**config.mk**
```make
export PLATFORM = sky130hd
export DESIGN_NAME = gbc_key_file
export DESIGN_NICKNAME = d
export VERILOG_FILES = /design/src/hw/rtl/gbc_pkg.sv /design/src/hw/rtl/gbc_key_file.sv
export SDC_FILE = /design/constraint.sdc
export NUM_CORES = 1
export LEC_CHECK = 0
export BUFFER_PORTS_ARGS = -buffer_cell sky130_fd_sc_hd__buf_2
export CAP_MARGIN = 0
export CORE_MARGIN = 2
export CORE_UTILIZATION = 46
export CTS_CLUSTER_SIZE = 30
export DETAILED_ROUTE_END_ITERATION = 6
export PLACE_DENSITY = 0.76
export SYNTH_ARGS = -nofsm -noshare
export SYNTH_HDL_FRONTEND = slang
export SYNTH_SLANG_ARGS = --single-unit
```
**constraint.sdc**
```tcl
create_clock -name i_clk -period 1.3 [get_ports i_clk]
set_clock_uncertainty 0.1 [all_clocks]
set_input_delay 0.13 -clock i_clk [delete_from_list [all_inputs] [get_ports i_clk]]
set_output_delay 0.13 -clock i_clk [all_outputs]
set_load 0.03 [all_outputs]
```
**src/hw/rtl/gbc_pkg.sv**
```systemverilog
// gbc_pkg: shared types, S-box table and round function for the 64-bit block cipher.
// No dependencies; used by every module under hw/rtl.
package gbc_pkg;

    localparam int unsigned NumKeys   = 8;
    localparam int unsigned NumRounds = 32;
    localparam int unsigned RotAmount = 11;
    localparam int unsigned KeyIdxW   = 3;

    typedef logic [31:0] t_word;
    typedef logic [KeyIdxW-1:0] t_key_idx;
    typedef logic [NumKeys-1:0][31:0] t_key_set;

    // Input word: N1 (high), N2 (low) and the key order select
    typedef struct packed {
        logic [31:0] block_high;
        logic [31:0] block_low;
        logic        decrypt;
    } t_in_word;

    typedef struct packed {
        logic [31:0] result_high;
        logic [31:0] result_low;
    } t_out_word;

    // Data carried between round stages
    typedef struct packed {
        logic [31:0] n1;
        logic [31:0] n2;
        logic        dec;
    } t_stage;

    function automatic logic [3:0] sbox_row0(input logic [3:0] c);
        logic [15:0][3:0] t;
        t = {4'h5, 4'hD, 4'h0, 4'hC, 4'hF, 4'hE, 4'h4, 4'hA,
             4'h7, 4'h1, 4'hB, 4'h8, 4'h2, 4'h3, 4'h6, 4'h9};
        return t[c];
    endfunction

    function automatic logic [3:0] sbox_row1(input logic [3:0] c);
        logic [15:0][3:0] t;
        t = {4'h1, 4'hD, 4'h4, 4'hB, 4'hC, 4'h6, 4'h2, 4'h5,
             4'h0, 4'hF, 4'hA, 4'h8, 4'h9, 4'hE, 4'h7, 4'h3};
        return t[c];
    endfunction

    function automatic logic [3:0] sbox_row2(input logic [3:0] c);
        logic [15:0][3:0] t;
        t = {4'h9, 4'h1, 4'h7, 4'h0, 4'hA, 4'h5, 4'hF, 4'hC,
             4'h8, 4'hD, 4'h3, 4'hB, 4'h2, 4'h6, 4'h4, 4'hE};
        return t[c];
    endfunction

    function automatic logic [3:0] sbox_row3(input logic [3:0] c);
        logic [15:0][3:0] t;
        t = {4'h6, 4'h5, 4'h8, 4'hF, 4'h4, 4'hB, 4'h2, 4'h0,
             4'h9, 4'h3, 4'h1, 4'hD, 4'hC, 4'hA, 4'h7, 4'hE};
        return t[c];
    endfunction

    function automatic logic [3:0] sbox_row4(input logic [3:0] c);
        logic [15:0][3:0] t;
        t = {4'h6, 4'hA, 4'h7, 4'hC, 4'h3, 4'h2, 4'h4, 4'hE,
             4'h0, 4'hF, 4'hD, 4'h8, 4'h9, 4'h1, 4'h5, 4'hB};
        return t[c];
    endfunction

    function automatic logic [3:0] sbox_row5(input logic [3:0] c);
        logic [15:0][3:0] t;
        t = {4'h6, 4'hE, 4'hF, 4'h8, 4'h4, 4'h9, 4'h5, 4'h7,
             4'hB, 4'h0, 4'h2, 4'h1, 4'hC, 4'hD, 4'hA, 4'h3};
        return t[c];
    endfunction

    function automatic logic [3:0] sbox_row6(input logic [3:0] c);
        logic [15:0][3:0] t;
        t = {4'hE, 4'hB, 4'h3, 4'hF, 4'h5, 4'h4, 4'hC, 4'h8,
             4'h0, 4'h6, 4'hA, 4'h7, 4'h9, 4'h2, 4'hD, 4'h1};
        return t[c];
    endfunction

    function automatic logic [3:0] sbox_row7(input logic [3:0] c);
        logic [15:0][3:0] t;
        t = {4'h4, 4'hD, 4'h7, 4'h1, 4'h9, 4'h3, 4'h2, 4'h6,
             4'h8, 4'hE, 4'hC, 4'h0, 4'h5, 4'hF, 4'hA, 4'hB};
        return t[c];
    endfunction

    function automatic logic [3:0] gbc_sbox_lookup(input logic [2:0] row,
                                                  input logic [3:0] col);
        logic [3:0] v;
        v = 4'h0;
        case (row)
            3'd0: v = sbox_row0(col);
            3'd1: v = sbox_row1(col);
            3'd2: v = sbox_row2(col);
            3'd3: v = sbox_row3(col);
            3'd4: v = sbox_row4(col);
            3'd5: v = sbox_row5(col);
            3'd6: v = sbox_row6(col);
            3'd7: v = sbox_row7(col);
            default: v = 4'h0;
        endcase
        return v;
    endfunction

    // Substitute each nibble through its own S-box
    function automatic t_word sbox_word(input t_word w);
        t_word r;
        r = '0;
        for (int k = 0; k < 8; k++) begin
            r[4*k +: 4] = gbc_sbox_lookup(k[2:0], w[4*k +: 4]);
        end
        return r;
    endfunction

    // Round function: add key mod 2^32, substitute, rotate left
    function automatic t_word round_fn(input t_word half, input t_word key);
        t_word t;
        t_word s;
        t = half + key;
        s = sbox_word(t);
        return {s[31-RotAmount:0], s[31:32-RotAmount]};
    endfunction

endpackage

```
**src/hw/rtl/gbc_key_file.sv**
```systemverilog
// gbc_key_file: the eight 32-bit key word registers behind the write port.
// Depends on gbc_pkg.
module gbc_key_file
    import gbc_pkg::*;
(
    input  logic     i_clk,
    input  logic     i_rst_n,
    input  logic     i_cfg_we,
    input  t_key_idx i_cfg_idx,
    input  t_word    i_cfg_data,
    output t_key_set o_keys
);

    t_key_set r_keys;
    t_key_set n_keys;

    // Replace the addressed key word
    always_comb begin
        n_keys = r_keys;
        if (i_cfg_we) begin
            n_keys[i_cfg_idx] = i_cfg_data;
        end
    end

    always_ff @(posedge i_clk) begin
        if (!i_rst_n) begin
            r_keys <= '0;
        end else begin
            r_keys <= n_keys;
        end
    end

    assign o_keys = r_keys;

endmodule

```
* After elaboration in Yosys (flattened, before gate mapping)
Index checks and enable logic that the tools add are counted.
Cells by class: magnitude comparators 2, reduce and logical (&&, ||, !) cells 1, multiplexer cells 3
Operator list (count):
- 256-bit bitwise mux | 1
- 32-bit demux with 3-bit select | 1
- 32-bit 2-to-1 mux | 1
- 3-bit by 4-bit less-than comparator with 1-bit output (second input constant) | 1
- 3-bit by 1-bit greater-or-equal comparator with 1-bit output (second input constant) | 1
- 1-bit logical AND | 1
Word-level totals: output and inout bits 256, word-level logic and storage cells 14, input bits 38, flip-flop bits (word level) 256

* Logic depth before layout (Yosys ltp)
Gate-level depths: netlist of run 1.
depth in word-level cells 5, mapped depth 5, mapped depth without buffers 2

* Worst setup path before layout of run 1
No wires, ideal clock.
path type input -> register, start in i_cfg_idx[1], end reg r_keys, in the netlist o_keys[10], path slack 46 ps, cell stages on the path 4, arrival 1081 ps, library setup time 73 ps, required time 1127 ps, path buffers 2, cells stage by stage buf_4 -> nor4b_4 -> buf_6 -> mux2i_1
Between the ends: longest elaborated chain between the ends 5, elaborated cells between the ends (all ways) 6, classes of those cells order compare (2); mux (3); reduce/logical (1)
RTL lines:
- start: declaration | RTL line gbc_key_file.sv:9 | input t_key_idx i_cfg_idx,
- 3-bit by 4-bit less-than comparator with 1-bit output (not written as such) / 3-bit by 1-bit greater-or-equal comparator with 1-bit output (equally long branches) | RTL line gbc_key_file.sv:21 | n_keys[i_cfg_idx] = i_cfg_data;
- 1-bit logical AND (not written as such) | RTL line gbc_key_file.sv:21
- 32-bit 2-to-1 mux (not written as such) | RTL line gbc_key_file.sv:21
- 32-bit demux with 3-bit select (*) | RTL line gbc_key_file.sv:21
- 256-bit bitwise mux (*) | RTL line gbc_key_file.sv:21
- end signal: assignment | RTL line gbc_key_file.sv:29 | r_keys <= n_keys;
- end: declaration | RTL line gbc_key_file.sv:14 | t_key_set r_keys;
Mark *: on every way between the ends. The rest lies on a longest branch, timed or not. A chain may end at the register's enable or synchronous reset.

* Final worst setup path of run 1
start reg r_keys, in the netlist o_keys[16], end out o_keys[16] in the netlist's numbering
RTL lines:
- end: declaration | RTL line gbc_key_file.sv:11 | output t_key_set o_keys
No word-level cell between the ends.

==> impl_results.md, run 1 <==
- Combinational share of power: 8.9%
- Pwr/cell area: 1330 nW/µm²
- Max stage delay on crit path: 0.39 ns
- Post-synth top area share: 55.7%
- Max reg flops: 256
- Clock latency on the worst-skew pair: 0.51 ns
- Cell count after synthesis: 871
- Util after Layout: 66.3%
- Psw: 4.05 mW
- Worst Path Max Fanout: 2
- Peak VDD IR: 0.000906 V
- Setup crit end kind: output pin
- Outcome: completed
- Syn Area/Cell: 10.6 µm²
- Share of cells above drive strength 1: 33.1%
- Vias in the first global route: 7401
- Post-CTS Setup Bufs: 0
- Unique masters post-synth: 12
- CP max-delay cell: dfxtp_1
- IO buf count: 293
- Area contributors post-synth: dfxtp_1, mux2i_1, nand2_1, buf_2, buf_4
- Final worst slack: 0.0191 ns
- Core box area: 19500 µm²
- Placed wire-length estimate: 17700 µm
- Starting Density: 47.1%
- Sw Ratio: 23.6%
- Hold Path Class: in2reg
- Worst hold margin: 0.00696 ns
- Vias per std cell: 5.07
- DRC errors left: 0
- Clock-pin slew on the worst setup and hold paths: 0.06 ns
- Area leader, netlist: dfxtp_1
- Post-synthesis sequential area ratio: 55.7%
- Most frequent cell after synthesis: nand2_1
- Seq. cell area: 5140 µm²
- Row cnt: 51
- Pins Over Slew Limit: 0
- Ys Warns: 0
- Dpl cells: 1410
- Die Width: 145 µm
- Total GRT Usage: 23.8%
- Root buffer cell: clkbuf_16
- GP Congestion: 0.815
- Largest net degree at the start of global routing: 36
- Crit path kind: reg2out
- F_max: 781 MHz
- Fin area: 12900 µm²
- Final Hold Viols: 0
- Share of synthesized registers carrying an async set or reset: 0%
- H-tree depth: 1
- Fillers: 1461
- Most frequent cells after synthesis: nand2_1, dfxtp_1, mux2i_1
- CTS tree: yes
- Final WL: 26900 µm
- Synthesis-to-layout area growth: 40.8%
- Worst hold stages: 3
- CP Cell Sequence: buf_6
- Post-synth EDFFs: 0
- Clock Power Share: 43.9%
- DRT iter0 DRCs: 269
- Number of synthesized register bits: 256
- Required time worst endpoint: 1.07 ns
- First-pass GRT wire length: 40700 µm
- Critical Path Stages: 1
- Leakage: 6.87 nW
- Type of origin of the critical path: flip-flop
- Worst Max-Slew Pin Slew: 0.420 ns
- R2R cell count: 2
- Final setup viols: 0
- Net Count, Synth: 909
- Number of buffers created by CTS: 26
- Critical Path AT: 1.05 ns
- Non-filler instance count after layout: 1472
- Slew headroom: 71.9%
- IO Pins: 294
- Number of clock sinks: 256
- CP delay by family, top: flip-flops
- Critical path buffers and inverters: 1
- First-pass detailed-route iteration total: 4
- Clock tree buffer depth: 3
- Max Cap Violations: 0
- Final cycle utilization of the critical path: 98.5%
- Cell Area, Synth: 9200 µm²
- Primary FF master, synth: dfxtp_1
- DP Area: 11200 µm²
- Seq pwr share: 47.3%
- Dpl ws: -0.0931 ns
- ANT nets after route: 0
- Chip height: 145 µm
- Internal power: 13.1 mW
- Initial antenna violation count: 0
- DR vias: 7456
- N_diodes: 0
- Grt ovf: 0
- Final #Nets: 1226
- Average wire per standard cell: 18.3 µm
- DIE AREA: 21100 µm²
- Area occupied by multi-input gates: 3780 µm²
- Tmin final: 1.28 ns
## power by group through the flow
| stage | sequential, mW | clock, mW | combinational, mW |
|---|---|---|---|
| 2_1_floorplan | 8.62 | 0 | 0.535 |
| 3_3_place_gp | 8.27 | 0 | 1.36 |
| 3_5_place_dp | 8.28 | 0 | 1.38 |
| 4_1_cts | 8.11 | 7.66 | 1.46 |
| 5_1_grt | 8.14 | 7.98 | 1.60 |
| 6_report | 8.12 | 7.54 | 1.53 |
## area by class of cell
cell class / instances / share of cell area (%)
Multi-Input combinational cell: 552 / 29.2
Clock buffer: 42 / 6.43
Clock inverter: 5 / 0.406
Sequential cell: 256 / 39.7
Tap cell: 265 / 2.56
Timing Repair Buffer: 352 / 21.7
## stage by stage
| stage | TNS, ns | power (mW) |
|---|---|---|
| after floorplan | 0 | 9.15 |
| after global placement | -0.178 | 9.64 |
| final | 0 | 17.2 |
| after global routing | -0.0958 | 17.7 |
| after CTS | 0 | 17.2 |
| after detailed placement | -1.99 | 9.66 |
## logic make-up (layout without fill, tap and decap cells)
kind of cell / after synthesis / in the layout / synth area share (%)
mux: 256 / 256 / 27.9
simple gates: 296 / 296 / 12.7
flops: 256 / 256 / 55.7
buf+inv: 63 / 399 / 3.71
## path summary, 6_finish.rpt
check	startpoint	endpoint	slack, ns
max	o_keys[16]	o_keys[16]	0.02
min	i_cfg_data[30]	o_keys[94]	0.007
max reg2reg	o_keys[60]	o_keys[60]	0.50
min reg2reg	o_keys[105]	o_keys[105]	0.35
## placed cells by master (no fill, tap or decap), types with 3 or more instances in the layout
cell           netlist  routed
buf_2               30      50
buf_6                4      32
dlygate4sd3_1        0      15
dfxtp_2              0      16
clkbuf_16            0      27
buf_4               10     209
clkbuf_4             0      35
clkbuf_8             0      11
buf_12               0      10
dfxtp_1            256     240
clkbuf_1            18       5
nand2_1            288     288
mux2i_1            256     256
clkinv_2             0       3
nand4b_1             3       3
nand4bb_4            0       3
## worst register-to-register path: stages, from the launching register on
cell	delay, ns
dfxtp_1	0.34
nand2_1	0.08
mux2i_1	0.20
## layer usage
layer | track usage (%) | share of wire [%]
met4 | 8.97 | 3.6
met1 | 28.4 | 40
met3 | 4.80 | 6.3
met2 | 42.2 | 51
met5 | 0 | 0
## timing repair
| item | CTS | global route |
|---|---|---|
| endpoints found under the hold margin | 69 | 0 |
| hold buffers | 15 | 0 |
| setup endpoints to repair | 101 | 169 |
| resized for setup | 110 | 286 |
Power figures use the tool's default switching activity.
==> run 2: changes to the inputs <==
- CORE_MARGIN: 2 -> not set
- CORE_UTILIZATION: 46 -> 35
- PLACE_DENSITY: 0.76 -> not set
- SLEW_MARGIN: not set -> 10
==> impl_results.md, run 2 (same netlist as run 1, synthesis figures left out) <==
- Outcome: completed
- N_diodes: 0
- Clock tree buffer depth: 3
- Final setup viols: 0
- Root buffer cell: clkbuf_16
- Number of clock sinks: 256
- CP delay by family, top: flip-flops
- Pins Over Slew Limit: 0
- Area occupied by multi-input gates: 3780 µm²
- Util after Layout: 55.4%
- Fin area: 14100 µm²
- DRC errors left: 0
- Internal power: 13.6 mW
- Psw: 4.31 mW
- IO buf count: 293
- Final WL: 28200 µm
- Max stage delay on crit path: 0.37 ns
- Initial antenna violation count: 0
- DR vias: 7356
- Final cycle utilization of the critical path: 98.6%
- Vias in the first global route: 7164
- Critical path buffers and inverters: 1
- ANT nets after route: 0
- Grt ovf: 0
- CP max-delay cell: dfxtp_1
- Max Cap Violations: 0
- Average wire per standard cell: 18.1 µm
- Dpl cells: 1478
- First-pass detailed-route iteration total: 4
- Type of origin of the critical path: flip-flop
- Vias per std cell: 4.73
- Clock-pin slew on the worst setup and hold paths: 0.06 ns
- Most frequent cells in the layout: nand2_1, mux2i_1, buf_6
- Hold Path Class: in2reg
- F_max: 780 MHz
- Total GRT Usage: 19.9%
- CTS tree: yes
- Sw Ratio: 24.1%
- Final #Nets: 1241
- Non-filler instance count after layout: 1556
- CP Cell Sequence: buf_6
- Core box area: 25500 µm²
- Commonest non-fill, non-tap cell in the layout: nand2_1
- Worst Max-Slew Pin Slew: 0.389 ns
- Max reg flops: 256
- Placed wire-length estimate: 18500 µm
- Number of buffers created by CTS: 29
- Post-CTS Setup Bufs: 0
- Tmin final: 1.28 ns
- Largest net degree at the start of global routing: 40
- Die Width: 164 µm
- Leakage: 7.19 nW
- Seq. cell area: 5290 µm²
- Slew headroom: 74.0%
- Peak VDD IR: 0.000940 V
- GP Congestion: 0.746
- Final Hold Viols: 0
- Share of cells above drive strength 1: 42.5%
- Clock latency on the worst-skew pair: 0.53 ns
- DP Area: 11300 µm²
- Clock Power Share: 45.2%
- Row cnt: 58
- Required time worst endpoint: 1.07 ns
- H-tree depth: 1
- Pwr/cell area: 1270 nW/µm²
- Worst Path Max Fanout: 2
- Combinational share of power: 9.3%
- Critical Path AT: 1.05 ns
- First-pass GRT wire length: 41500 µm
- Starting Density: 36.1%
- DIE AREA: 26900 µm²
- Chip height: 164 µm
- Worst hold margin: 0.0138 ns
- Setup crit end kind: output pin
- Fillers: 2163
- Seq pwr share: 45.6%
- IO Pins: 294
- Crit path kind: reg2out
- DRT iter0 DRCs: 341
- Synthesis-to-layout area growth: 53.3%
## run 2: worst register-to-register path, cell delays in order (launching register included)
cell and delay (ns):
dfxtp_1 0.35, nand2_1 0.07, mux2i_1 0.15
## run 2: repair_timing
item / CTS / global route
hold endpoints to repair: 152 / 7
resized for setup: 308 / 293
endpoints found under the setup margin: 244 / 197
hold buffers: 23 / 1
cloned: 0 / 0
## run 2: worst paths after layout
path,from,endpoint,slack [ns],cells past startpoint
worst max-delay path,o_keys[144],o_keys[144],0.02,1
worst min register to register,o_keys[191],o_keys[191],0.35,2
worst max register to register,o_keys[52],o_keys[52],0.56,2
worst min-delay path,i_cfg_data[5],o_keys[165],0.01,3
## run 2: area by class of cell
type	instances	share of cell area [%]
Clock buffer	46	6.31
Clock inverter	8	0.532
Multi-Input combinational cell	552	26.8
Sequential cell	256	37.5
Tap cell	330	2.93
Timing Repair Buffer	364	25.9
## run 2: power by group through the flow
| stage | logic, mW | registers [mW] | clock network (mW) |
|---|---|---|---|
| 2_1_floorplan | 0.535 | 8.62 | 0 |
| 3_3_place_gp | 1.42 | 8.27 | 0 |
| 3_5_place_dp | 1.43 | 8.28 | 0 |
| 4_1_cts | 1.59 | 8.12 | 8.26 |
| 5_1_grt | 1.75 | 8.18 | 8.59 |
| 6_report | 1.66 | 8.16 | 8.09 |
## run 2: metal layers
layer / up-vias / global-route usage [%] / routed length [µm]
li1: 3541 / - / -
met2: 222 / 34.0 / 13700
met4: 0 / 6.48 / 856
met5: - / 0 / 0
met3: 61 / 4.85 / 1670
met1: 3532 / 24.3 / 12000
## run 2: per-stage QoR
step	setup TNS (ns)	total power, mW	setup WS [ns]
floorplan	0	9.15	0.0465
global placement	0	9.69	0.00827
detailed placement	-1.23	9.71	-0.0626
CTS	0	18.0	0.0000741
global route	-0.114	18.5	-0.0199
finish	0	17.9	0.0180
