==> config.mk <==
export PLATFORM = sky130hd
export DESIGN_NAME = gbc_round
export DESIGN_NICKNAME = d
export VERILOG_FILES = /design/src/hw/rtl/gbc_pkg.sv /design/src/hw/rtl/gbc_round.sv
export SDC_FILE = /design/constraint.sdc
export NUM_CORES = 1
export LEC_CHECK = 0
export BUFFER_PORTS_ARGS = -buffer_cell sky130_fd_sc_hd__buf_2
export CORE_MARGIN = 2
export CORE_UTILIZATION = 49
export CTS_BUF_LIST = sky130_fd_sc_hd__clkbuf_8
export CTS_CLUSTER_DIAMETER = 60
export CTS_CLUSTER_SIZE = 16
export DETAILED_ROUTE_END_ITERATION = 10
export HOLD_SLACK_MARGIN = 0.05
export PLACE_DENSITY = 0.92
export RECOVER_POWER = 50
export SLEW_MARGIN = 20
export SYNTH_ARGS = -nofsm -noshare
export SYNTH_HDL_FRONTEND = slang
export SYNTH_SLANG_ARGS = --single-unit
==> constraint.sdc <==
create_clock -name i_clk -period 4.2 [get_ports i_clk]
set_clock_uncertainty 0.2 [all_clocks]
set_input_delay 0.21 -clock i_clk [delete_from_list [all_inputs] [get_ports i_clk]]
set_output_delay 0.21 -clock i_clk [all_outputs]
set_load 0.01 [all_outputs]
==> src/hw/rtl/gbc_pkg.sv <==
// gbc_pkg: shared types, S-box table and round function for the 64-bit block cipher.
// No dependencies; used by every module under hw/rtl.
package gbc_pkg;

    localparam int unsigned NumKeys   = 8;
    localparam int unsigned NumRounds = 32;
    localparam int unsigned RotAmount = 11;
    localparam int unsigned KeyIdxW   = 3;

    typedef logic [31:0] t_word;
    typedef logic [KeyIdxW-1:0] t_key_idx;
    typedef logic [NumKeys-1:0][31:0] t_key_set;

    // Input word: N1 (high), N2 (low) and the key order select
    typedef struct packed {
        logic [31:0] block_high;
        logic [31:0] block_low;
        logic        decrypt;
    } t_in_word;

    typedef struct packed {
        logic [31:0] result_high;
        logic [31:0] result_low;
    } t_out_word;

    // Data carried between round stages
    typedef struct packed {
        logic [31:0] n1;
        logic [31:0] n2;
        logic        dec;
    } t_stage;

    function automatic logic [3:0] sbox_row0(input logic [3:0] c);
        logic [15:0][3:0] t;
        t = {4'h5, 4'hD, 4'h0, 4'hC, 4'hF, 4'hE, 4'h4, 4'hA,
             4'h7, 4'h1, 4'hB, 4'h8, 4'h2, 4'h3, 4'h6, 4'h9};
        return t[c];
    endfunction

    function automatic logic [3:0] sbox_row1(input logic [3:0] c);
        logic [15:0][3:0] t;
        t = {4'h1, 4'hD, 4'h4, 4'hB, 4'hC, 4'h6, 4'h2, 4'h5,
             4'h0, 4'hF, 4'hA, 4'h8, 4'h9, 4'hE, 4'h7, 4'h3};
        return t[c];
    endfunction

    function automatic logic [3:0] sbox_row2(input logic [3:0] c);
        logic [15:0][3:0] t;
        t = {4'h9, 4'h1, 4'h7, 4'h0, 4'hA, 4'h5, 4'hF, 4'hC,
             4'h8, 4'hD, 4'h3, 4'hB, 4'h2, 4'h6, 4'h4, 4'hE};
        return t[c];
    endfunction

    function automatic logic [3:0] sbox_row3(input logic [3:0] c);
        logic [15:0][3:0] t;
        t = {4'h6, 4'h5, 4'h8, 4'hF, 4'h4, 4'hB, 4'h2, 4'h0,
             4'h9, 4'h3, 4'h1, 4'hD, 4'hC, 4'hA, 4'h7, 4'hE};
        return t[c];
    endfunction

    function automatic logic [3:0] sbox_row4(input logic [3:0] c);
        logic [15:0][3:0] t;
        t = {4'h6, 4'hA, 4'h7, 4'hC, 4'h3, 4'h2, 4'h4, 4'hE,
             4'h0, 4'hF, 4'hD, 4'h8, 4'h9, 4'h1, 4'h5, 4'hB};
        return t[c];
    endfunction

    function automatic logic [3:0] sbox_row5(input logic [3:0] c);
        logic [15:0][3:0] t;
        t = {4'h6, 4'hE, 4'hF, 4'h8, 4'h4, 4'h9, 4'h5, 4'h7,
             4'hB, 4'h0, 4'h2, 4'h1, 4'hC, 4'hD, 4'hA, 4'h3};
        return t[c];
    endfunction

    function automatic logic [3:0] sbox_row6(input logic [3:0] c);
        logic [15:0][3:0] t;
        t = {4'hE, 4'hB, 4'h3, 4'hF, 4'h5, 4'h4, 4'hC, 4'h8,
             4'h0, 4'h6, 4'hA, 4'h7, 4'h9, 4'h2, 4'hD, 4'h1};
        return t[c];
    endfunction

    function automatic logic [3:0] sbox_row7(input logic [3:0] c);
        logic [15:0][3:0] t;
        t = {4'h4, 4'hD, 4'h7, 4'h1, 4'h9, 4'h3, 4'h2, 4'h6,
             4'h8, 4'hE, 4'hC, 4'h0, 4'h5, 4'hF, 4'hA, 4'hB};
        return t[c];
    endfunction

    function automatic logic [3:0] gbc_sbox_lookup(input logic [2:0] row,
                                                  input logic [3:0] col);
        logic [3:0] v;
        v = 4'h0;
        case (row)
            3'd0: v = sbox_row0(col);
            3'd1: v = sbox_row1(col);
            3'd2: v = sbox_row2(col);
            3'd3: v = sbox_row3(col);
            3'd4: v = sbox_row4(col);
            3'd5: v = sbox_row5(col);
            3'd6: v = sbox_row6(col);
            3'd7: v = sbox_row7(col);
            default: v = 4'h0;
        endcase
        return v;
    endfunction

    // Substitute each nibble through its own S-box
    function automatic t_word sbox_word(input t_word w);
        t_word r;
        r = '0;
        for (int k = 0; k < 8; k++) begin
            r[4*k +: 4] = gbc_sbox_lookup(k[2:0], w[4*k +: 4]);
        end
        return r;
    endfunction

    // Round function: add key mod 2^32, substitute, rotate left
    function automatic t_word round_fn(input t_word half, input t_word key);
        t_word t;
        t_word s;
        t = half + key;
        s = sbox_word(t);
        return {s[31-RotAmount:0], s[31:32-RotAmount]};
    endfunction

endpackage

==> src/hw/rtl/gbc_round.sv <==
// gbc_round: one Feistel round with its stage register and valid bit.
// Depends on gbc_pkg (t_stage, round_fn).
module gbc_round
    import gbc_pkg::*;
(
    input  logic   i_clk,
    input  logic   i_rst_n,
    input  logic   i_valid,
    input  t_stage i_stage,
    input  t_word  i_key,
    input  logic   i_ready,
    output logic   o_valid,
    output t_stage o_stage,
    output logic   o_ready
);

    logic   r_valid;
    t_stage r_stage;
    t_stage n_stage;

    // Advance when this stage is empty or the next one takes its word
    assign o_ready = !r_valid || i_ready;

    // Mix N1 into N2 and swap the halves
    always_comb begin
        n_stage.n1  = i_stage.n2 ^ round_fn(i_stage.n1, i_key);
        n_stage.n2  = i_stage.n1;
        n_stage.dec = i_stage.dec;
    end

    always_ff @(posedge i_clk) begin
        if (!i_rst_n) begin
            r_valid <= 1'b0;
        end else if (o_ready) begin
            r_valid <= i_valid;
        end
    end

    always_ff @(posedge i_clk) begin
        if (o_ready && i_valid) begin
            r_stage <= n_stage;
        end
    end

    assign o_valid = r_valid;
    assign o_stage = r_stage;

endmodule

Word level (Yosys, flattened, before mapping)

Memory sizes are Yosys's and may differ from the RTL's.
Index checks and enable logic that the tools add are counted.

ROM bits: 512
Logic and storage cells: 33
Memories: 8
Output and inout bits: 67
Input port bits: 101
Register bits after elaboration: 66

Memory list:

| name             | words | bits a word | read ports | clocked after memory_dff | write ports | line          | source |
|---|---|---|---|---|---|---|---|
| (name not given) | 16    | 4           | 1          | 0                        | 0           | gbc_pkg.sv:86 | `return t[c];` |
| (name not given) | 16    | 4           | 1          | 0                        | 0           | gbc_pkg.sv:79 | `return t[c];` |
| (name not given) | 16    | 4           | 1          | 0                        | 0           | gbc_pkg.sv:72 | `return t[c];` |
| (name not given) | 16    | 4           | 1          | 0                        | 0           | gbc_pkg.sv:65 | `return t[c];` |
| (name not given) | 16    | 4           | 1          | 0                        | 0           | gbc_pkg.sv:58 | `return t[c];` |
| (name not given) | 16    | 4           | 1          | 0                        | 0           | gbc_pkg.sv:51 | `return t[c];` |
| 2 more memories  | -     | -           | -          | -                        | -           | -             |  |

Order comparisons: 8
Add/subtract/negate cells: 1
Muxes and demuxes: 8
Bitwise operators: 1
Reduce and logical (&&, ||, !) cells: 3

Operators with widths:

| operator             | count |
|---|---|
| $lt A4 B5 Y1 const B | 8 |
| $add A32 B32 Y32     | 1 |
| $mux W4              | 8 |
| $xor A32 B32 Y32     | 1 |
| $logic_and A1 B1 Y1  | 1 |
| $logic_not A1 Y1     | 1 |
| $logic_or A1 B1 Y1   | 1 |

Depth between registers and ports, before layout

Gate-level depths: netlist of the first run.

Word-level depth: 4
Depth in mapped cells: 15
Depth with buffers taken out: 15

Worst setup path after synthesis of the first run

No wires, ideal clock.

Path kind: input to register
Start: input port i_stage[33] (netlist name)
End: register r_stage, in the netlist o_stage[42], data pin
Data required time: 3.742 ns
Library setup time: 0.258 ns
Stages: 14
Arrival time: 3.458 ns
Slack: 0.285 ns
Path through: ha_1 inv_1 fa_1 nand2b_1 a21o_1 a311oi_4 a211o_2 a21oi_4 o2111a_1 nor3_1 inv_1 ha_1 mux4_2 xnor2_1

RTL lines:

| element                | line            | source |
|---|---|---|
| start: declaration     | gbc_round.sv:9  | `input t_stage i_stage,` |
| end signal: assignment | gbc_round.sv:41 | `r_stage <= n_stage;` |
| end: declaration       | gbc_round.sv:18 | `t_stage r_stage;` |

==> results of run 1 <==
kinds of logic (layout without fill, tap and decap cells):
group | count (synthesis) | in the layout | share of synthesized area, %
adders and majority gates | 67 | 67 | 15.8
muxes | 18 | 18 | 5.72
DFF | 66 | 66 | 36.8
buffers and inverters | 41 | 291 | 2.94
xor gates and xnor gates | 66 | 66 | 11.5
and+or+nand+nor | 104 | 104 | 9.26
AOI/OAI and AO/OA | 135 | 135 | 18.1
layout make-up:
type | count | area, µm² | share of cell area, %
multi-input cells | 390 | 3270 | 45.5
flip-flops and latches | 66 | 1970 | 27.5
repair buffers | 239 | 1420 | 19.8
well taps | 140 | 175 | 2.44
inverters | 36 | 135 | 1.88
clock buffers | 9 | 124 | 1.72
clock inverters | 7 | 83.8 | 1.17
power groups by stage:
stage                     Sequential, mW  Clock, mW  Combinational [mW]
after floorplan                    0.971          0               0.797
after global placement             0.909          0                1.11
after detailed placement           0.912          0                1.18
after CTS                          0.899      0.587                1.24
after global routing               0.909      0.612                1.36
final                              0.902      0.578                1.24
registers in the layout, summed over array words and instances (netlist names):
name and cells:
o_valid 1, o_stage 65
metal layers:
| metal | track usage [%] | wire, µm |
|---|---|---|
| met1 | 28.3 | 5910 |
| met2 | 41.2 | 7070 |
| met3 | 4.06 | 761 |
| met5 | 0 | 0 |
| met4 | 11.5 | 555 |
cell usage after synthesis (4+ instances only):
cell and count:
ha_1 66, nor2_1 26, nand2_1 34, o21bai_1 5, a31oi_1 7, xnor2_2 5, edfxtp_1 65, and2_1 4
mux2i_1 7, nand4_1 4, xnor2_1 39, inv_1 36, mux4_2 10, nand2b_1 8, a21oi_1 43, o21ai_0 18
nand3_1 5, a21o_1 15, xor2_1 22, o21a_1 4, nor3_1 7, a211oi_1 4
worst max-delay path: cells and delay by family:
kind / cells / cell delay (ns)
muxes: 1 / 0.47
AOI/OAI and AO/OA: 6 / 1.23
and+or+nand+nor: 1 / 0.29
buffers and inverters: 3 / 0.78
xor gates and xnor gates: 2 / 0.45
adders and majority gates: 2 / 0.59
path summary, 6_finish.rpt:
| path | end | from | slack, ns | cells after the start |
|---|---|---|---|---|
| worst min-delay path | o_stage[0] | i_stage[0] | 0.36 | 2 |
| worst max-delay path | o_stage[38] | i_stage[35] | 0.09 | 15 |
| worst max register to register | o_stage[7] | o_valid | 1.99 | 3 |
| worst min register to register | o_valid | o_valid | 0.89 | 3 |
repair_timing:
item,CTS,global route
gates resized for setup,0,4
hold buffers,67,0
endpoints found under the hold margin,66,0
buffers inserted,0,1
endpoints found under the setup margin,0,4
through the flow:
stage,utilization (%),std cells,hold WS [ns],cell area (µm²)
after floorplan,-,497,0.109,5360
after global placement,59.4,803,0.193,6380
after detailed placement,59.4,803,0.195,6380
after CTS,67.6,886,0.334,7260
after global routing,66.8,887,0.375,7180
final,66.8,887,0.365,7180
==> impl_metrics.json, run 1 <==
{
  "cts-htree-levels": 3,
  "ys_async_sr_fraction_pct": 0,
  "yosys.area.top_type_share_pct": 36.4,
  "avgSynthCellArea_um2": 10.8,
  "io_buffers": 167,
  "cts_buffer_depth": 2,
  "fin_crit_sh_pct": 97.9,
  "wl_um": 14300,
  "min_period_ns": 4.11,
  "avgRoutedWirePerCell_um": 16.1,
  "drive_gt1_share_pct": 16.9,
  "power_frac_clock_pct": 21.3,
  "relSlewSlack_pct": 35.0,
  "layout_common_cells": "clkbuf_1, buf_2, dlygate4sd3_1",
  "viasPerCell": 5.47,
  "dr.pass1.iters": 5,
  "final_common_cell": "clkbuf_1",
  "worstSkewPairLatency_ns": 0.34,
  "cap_viol_max_count": 0,
  "area_growth_pct": 33.9,
  "cts_made_buffers": 9,
  "syn_nets": 665,
  "internal_power_mw": 1.76,
  "grt_pass1_wl_um": 21900,
  "ys_warn_count": 0,
  "synth_ff_type": "edfxtp_1",
  "total_power_mw": 2.72,
  "worst_slack_ns": 0.0891,
  "overflow": 0,
  "hold_class": "in -> reg",
  "drc": 0,
  "dr.first_iter.drc_count": 264,
  "cpMostUsedCell": "ha_1",
  "worst_slew_pin_slew_ns": 0.975,
  "critical-path-slowest-cell": "dlygate4sd3_1",
  "synth_area_mm2": 0.00536,
  "finalHoldViolations": 0,
  "finalMaxSlewViolations": 0,
  "combPwrFrac_pct": 45.6,
  "power_density_mw_per_mm2": 379,
  "clk_pin_slew_ns": 0.08,
  "critPathLaunchType": "primary input",
  "swShare_pct": 35.4,
  "p_leak_nw": 3.01,
  "synth_cells": 497,
  "outcome": "complete, no violations",
  "cp.arrival_ns": 4.01,
  "die_y_um": 109,
  "dieArea_mm2": 0.0118,
  "antenna_found_initial": 0,
  "ys_types": 66,
  "cts_tree": "built",
  "cp.required_ns": 4.10,
  "num_rows": 38,
  "grtUsageTotal_pct": 23.7,
  "synth.area.top_cells": "edfxtp_1, ha_1, xnor2_1",
  "crit_type": "in -> reg",
  "clock-sinks": 66,
  "slowest_delay_ns": 0.54,
  "cts_root_buffer": "clkbuf_8",
  "vias": 4850,
  "crit_chain": "dlygate4sd3_1 -> clkbuf_1 -> ha_1 -> o211a_1 -> a211oi_4 -> o31a_2 -> o22ai_2 -> a21oi_4 -> o31ai_2 -> xnor2_2 -> inv_1 -> ha_1 -> or2_2 -> mux4_2 -> xor2_1",
  "pwr-share-seq_pct": 33.2,
  "post-dp-hpwl_um": 10300,
  "synth-edff-count": 65,
  "grt_pass1_vias": 4776,
  "fmax_mhz": 243,
  "fill_cells": 907,
  "ir_drop_mv": 0.229,
  "ant_nets": 0,
  "diodes": 0,
  "core_mm2": 0.0107,
  "nNetsFinal": 910,
  "ys_seq_elements": 66,
  "pin_count": 168,
  "place.gp.congestion": 0.906,
  "setup_tns_ns": 0,
  "yosysSeqAreaShare_pct": 36.8,
  "switchingPower_uw": 963,
  "cp-end-kind": "flip-flop",
  "dieWidth_um": 109,
  "grt_start_max_net_pins": 42,
  "synth_area_leader_cell": "edfxtp_1",
  "cp_max_fo": 6,
  "setup-violations-final": 0,
  "dp_slack_ns": 0.116,
  "rsz0062_at_grt": "yes",
  "start_util_pct": 49.9
}
No activity file was read; power rests on OpenSTA's default activity.
==> run 2: changes to the inputs <==
- RECOVER_POWER: 50 -> 100
==> run 2 against run 1 <==
Net effect:
- the run now ends with capacitance limit, slew limit left
- critical path depth stayed put
- final area down 0.24%
- non-clock buffer count unchanged
- first-iteration DRC count grew 6.8%
- setup slack worse by 0.0012 ns
- sequential share of layout area is 0.067 points higher
- fmax hardly changed
- largest power group unchanged
==> impl_metrics.json, run 2 (same netlist as run 1, synthesis figures left out) <==
{
  "utilization_pct": 66.7,
  "grt_pass1_vias": 4776,
  "cts-htree-levels": 3,
  "viasPerCell": 5.48,
  "die_y_um": 109,
  "final_common_cell": "clkbuf_1",
  "dr.first_iter.drc_count": 282,
  "power_density_mw_per_mm2": 379,
  "vias": 4858,
  "cts_made_buffers": 9,
  "dp_slack_ns": 0.116,
  "grt_pass1_wl_um": 21900,
  "p_leak_nw": 3.00,
  "grt_start_max_net_pins": 42,
  "worstSkewPairLatency_ns": 0.34,
  "internal_power_mw": 1.75,
  "pin_count": 168,
  "post-dp-hpwl_um": 10300,
  "start_util_pct": 49.9,
  "largest_reg_flops": 65,
  "combPwrFrac_pct": 45.4,
  "worst_slack_ns": 0.0878,
  "wl_um": 14300,
  "swShare_pct": 35.5,
  "worst_slew_pin_slew_ns": 2.68,
  "finalMaxSlewViolations": 42,
  "num_rows": 38,
  "min_period_ns": 4.11,
  "cp-end-kind": "flip-flop",
  "hold_class": "in -> reg",
  "core_mm2": 0.0107,
  "drc": 0,
  "pwr-share-seq_pct": 33.2,
  "cap_viol_max_count": 1,
  "cts_buffer_depth": 2,
  "nNetsFinal": 910,
  "fmax_mhz": 243,
  "area_growth_pct": 33.6,
  "relSlewSlack_pct": -78.7,
  "dieArea_mm2": 0.0118,
  "dieWidth_um": 109,
  "cts_tree": "built",
  "setup-violations-final": 0,
  "layout_common_cells": "clkbuf_1, buf_2, dlygate4sd3_1",
  "diodes": 0,
  "antenna_found_initial": 0,
  "critPathLaunchType": "primary input",
  "ant_nets": 0,
  "power_frac_clock_pct": 21.3,
  "cts_root_buffer": "clkbuf_8",
  "crit_type": "in -> reg",
  "clock-sinks": 66,
  "ir_drop_mv": 0.229,
  "violations": "capacitance limit, slew limit",
  "switchingPower_uw": 965,
  "clk_pin_slew_ns": 0.08,
  "overflow": 0,
  "multi_input_area_mm2": 0.00326,
  "dr.pass1.iters": 4,
  "place.gp.congestion": 0.906,
  "outcome": "finished with violations",
  "seq_area_mm2": 0.00197,
  "cp.required_ns": 4.10,
  "fin_crit_sh_pct": 97.9,
  "avgRoutedWirePerCell_um": 16.2,
  "grtUsageTotal_pct": 23.7,
  "finalHoldViolations": 0,
  "rsz0062_at_grt": "yes",
  "cp_max_fo": 6,
  "cp.arrival_ns": 4.01,
  "fill_cells": 909,
  "drive_gt1_share_pct": 16.2,
  "io_buffers": 167
}
run 2: final timing paths:
kind | start | to | slack, ns | cells after the start
setup / recovery | i_stage[35] | o_stage[38] | 0.09 | 15
hold / removal | i_stage[0] | o_stage[0] | 0.36 | 2
setup reg to reg | o_valid | o_stage[48] | 0.46 | 3
hold reg to reg | o_valid | o_valid | 0.90 | 3
run 2: layout make-up:
type | instances | share of cell area (%)
repair buffers | 239 | 19.8
multi-input cells | 390 | 45.5
well taps | 140 | 2.44
flip-flops and latches | 66 | 27.5
clock buffers | 9 | 1.73
clock inverters | 7 | 1.17
inverters | 36 | 1.89
run 2: repair_timing:
item / CTS / global route
resized for setup: 0 / 4
endpoints found under the setup margin: 0 / 4
hold buffers: 67 / 0
hold endpoints to repair: 66 / 0
setup buffers: 0 / 1
run 2: power groups by stage:
| stage | logic [mW] | registers (mW) | clock network [mW] |
|---|---|---|---|
| 2_1_floorplan | 0.797 | 0.971 | 0 |
| 3_3_place_gp | 1.11 | 0.909 | 0 |
| 3_5_place_dp | 1.18 | 0.912 | 0 |
| 4_1_cts | 1.24 | 0.899 | 0.587 |
| 5_1_grt | 1.35 | 0.911 | 0.612 |
| 6_report | 1.23 | 0.903 | 0.580 |
run 2: worst max-delay path, cell delays in order:
cell and delay, ns:
dlygate4sd3_1 0.54, clkbuf_1 0.11, ha_1 0.38, o211a_1 0.29
a211oi_4 0.26, o31a_2 0.26, o22ai_2 0.10, a21oi_4 0.21
o31ai_2 0.11, xnor2_2 0.28, inv_1 0.13, ha_1 0.21
or2_2 0.29, mux4_2 0.47, xor2_1 0.16
run 2: metal layers:
metal / vias up / GRT usage [%] / part of all wire (%)
met3: 52 / 4.06 / 6.1
met5: - / 0 / 0
met1: 2258 / 28.3 / 41
met4: 0 / 11.5 / 4.0
li1: 2325 / - / -
met2: 223 / 41.2 / 49
run 2: per-stage QoR:
step	setup TNS, ns	power [mW]	hold slack, ns	cells	area, µm²
after global placement	0	2.02	0.193	803	6380
after CTS	0	2.72	0.334	886	7260
final	0	2.72	0.364	887	7160
after detailed placement	0	2.09	0.195	803	6380
after floorplan	0	1.77	0.109	497	5360
after global routing	-0.172	2.88	0.375	887	7160
==> run 3: changes to the inputs <==
- CAP_MARGIN: unset -> 20
- CORE_UTILIZATION: 49 -> 26
- PLACE_DENSITY: 0.92 -> 0.6
==> run 3 against run 2 <==
Net effect:
- the flow still finishes with violations (capacitance limit, slew limit)
- non-clock buffer count rose by 7
- core utilization is 30 points lower
- wire length down 4.3%
- register-to-register slack improved by 1.5 ns
- fmax increased by 0.56%
- critical path type unchanged
- largest power group unchanged
==> impl_metrics.json, run 3 (same netlist as run 1, synthesis figures left out) <==
{
  "outcome": "finished with violations",
  "violations": "capacitance limit, slew limit",
  "io_buffers": 167,
  "worst_slew_pin_slew_ns": 1.55,
  "drive_gt1_share_pct": 17.4,
  "grtUsageTotal_pct": 12.7,
  "start_util_pct": 26.5,
  "cap_viol_max_count": 1,
  "critPathLaunchType": "primary input",
  "rsz0062_at_grt": "yes",
  "grt_pass1_wl_um": 22000,
  "fin_crit_sh_pct": 97.4,
  "avgRoutedWirePerCell_um": 13.4,
  "design_area_mm2": 0.00736,
  "min_period_ns": 4.09,
  "relSlewSlack_pct": -3.23,
  "finalMaxSlewViolations": 66,
  "die_y_um": 148,
  "fmax_mhz": 245,
  "slowest_delay_ns": 0.51,
  "cts-htree-levels": 3,
  "overflow": 0,
  "area_growth_pct": 37.3,
  "place_area_mm2": 0.00657,
  "crit_chain": "dlygate4sd3_1 -> buf_2 -> inv_1 -> fa_2 -> nand2b_1 -> a21o_1 -> a311oi_4 -> a211o_2 -> a21oi_4 -> o31ai_4 -> xnor2_4 -> inv_1 -> ha_1 -> or2_2 -> mux4_2 -> xor2_1",
  "clock-sinks": 66,
  "viasPerCell": 4.43,
  "cts_root_buffer": "clkbuf_8",
  "wl_um": 13700,
  "largest_reg_flops": 65,
  "dieArea_mm2": 0.0218,
  "utilization_pct": 36.4,
  "cp-end-kind": "flip-flop",
  "cp.arrival_ns": 4.01,
  "critical-path-slowest-cell": "dlygate4sd3_1",
  "nNetsFinal": 917,
  "num_rows": 52,
  "cp_max_fo": 5,
  "power_density_mw_per_mm2": 358,
  "ant_nets": 0,
  "place.gp.congestion": 0.805,
  "grt_pass1_vias": 4521,
  "cpMostUsedCell": "inv_1",
  "drc": 0,
  "vias": 4534,
  "setup-violations-final": 0,
  "pin_count": 168,
  "hold_class": "in -> reg",
  "cts_tree": "built",
  "worstSkewPairLatency_ns": 0.36,
  "dieWidth_um": 148,
  "dr.pass1.iters": 4,
  "rrSetupSlack_ns": 1.98,
  "core_mm2": 0.0202,
  "cts_buffer_depth": 2,
  "antenna_found_initial": 2,
  "finalHoldViolations": 0,
  "final_common_cell": "clkbuf_1",
  "clk_pin_slew_ns": 0.07,
  "layout_common_cells": "clkbuf_1, buf_2, dlygate4sd3_1",
  "cts_made_buffers": 9,
  "p_leak_nw": 3.04,
  "cp.required_ns": 4.12,
  "post-dp-hpwl_um": 10600,
  "crit_type": "in -> reg",
  "grt_start_max_net_pins": 66,
  "ir_drop_mv": 0.194,
  "dr.first_iter.drc_count": 204
}
run 3: cell type report:
cell class	instances	area, µm²
fillers	2083	12900
diodes	1	2.50
multi-input cells	390	3270
repair buffers	246	1480
flip-flops and latches	66	1970
clock inverters	6	50.0
well taps	270	338
clock buffers	9	124
inverters	36	135
run 3: worst max-delay path: cells and delay by family:
kind	cells	cell delay, ns
fa+ha+maj	2	0.62
xor+xnor	2	0.33
compound gates	5	1.13
mux	1	0.46
buf+inv	4	0.78
simple gates	2	0.47
run 3: path summary, 6_finish.rpt:
path / startpoint / end / depth (start not counted)
worst max register to register: o_valid / o_stage[28] / 2
worst min register to register: o_valid / o_valid / 3
worst max-delay path: i_stage[34] / o_stage[38] / 16
worst min-delay path: i_key[0] / o_stage[45] / 4
run 3: repair_timing:
action                                  in CTS  in global routing
hold buffers                                67                  0
endpoints found under the setup margin       0                  6
endpoints found under the hold margin       66                  0
setup buffers                                0                  5
resized for setup                            0                  5
run 3: metrics by stage:
stage	std cells	hold WS, ns	setup slack [ns]	power [mW]	setup TNS (ns)
finish	1024	0.325	0.111	2.63	0
global route	1023	0.374	-0.0570	2.84	-0.0570
CTS	1018	0.304	0.0525	2.68	0
detailed placement	936	0.191	0.0617	2.10	0
global placement	936	0.194	0.131	2.08	0
floorplan	497	0.109	0.285	1.77	0
run 3: where the power goes:
group	internal [mW]	switching, mW	leakage [nW]	total, mW
combinational	0.568	0.656	2.31	1.22
sequential	0.875	0.0237	0.637	0.899
clock	0.262	0.249	0.0928	0.511
run 3: layer usage:
metal / up-vias / track usage (%) / routed length [µm]
met4: 2 / 5.10 / 170
met5: - / 0 / 13
met2: 111 / 21.5 / 6650
met3: 11 / 2.47 / 685
met1: 2074 / 15.9 / 6200
li1: 2336 / - / -
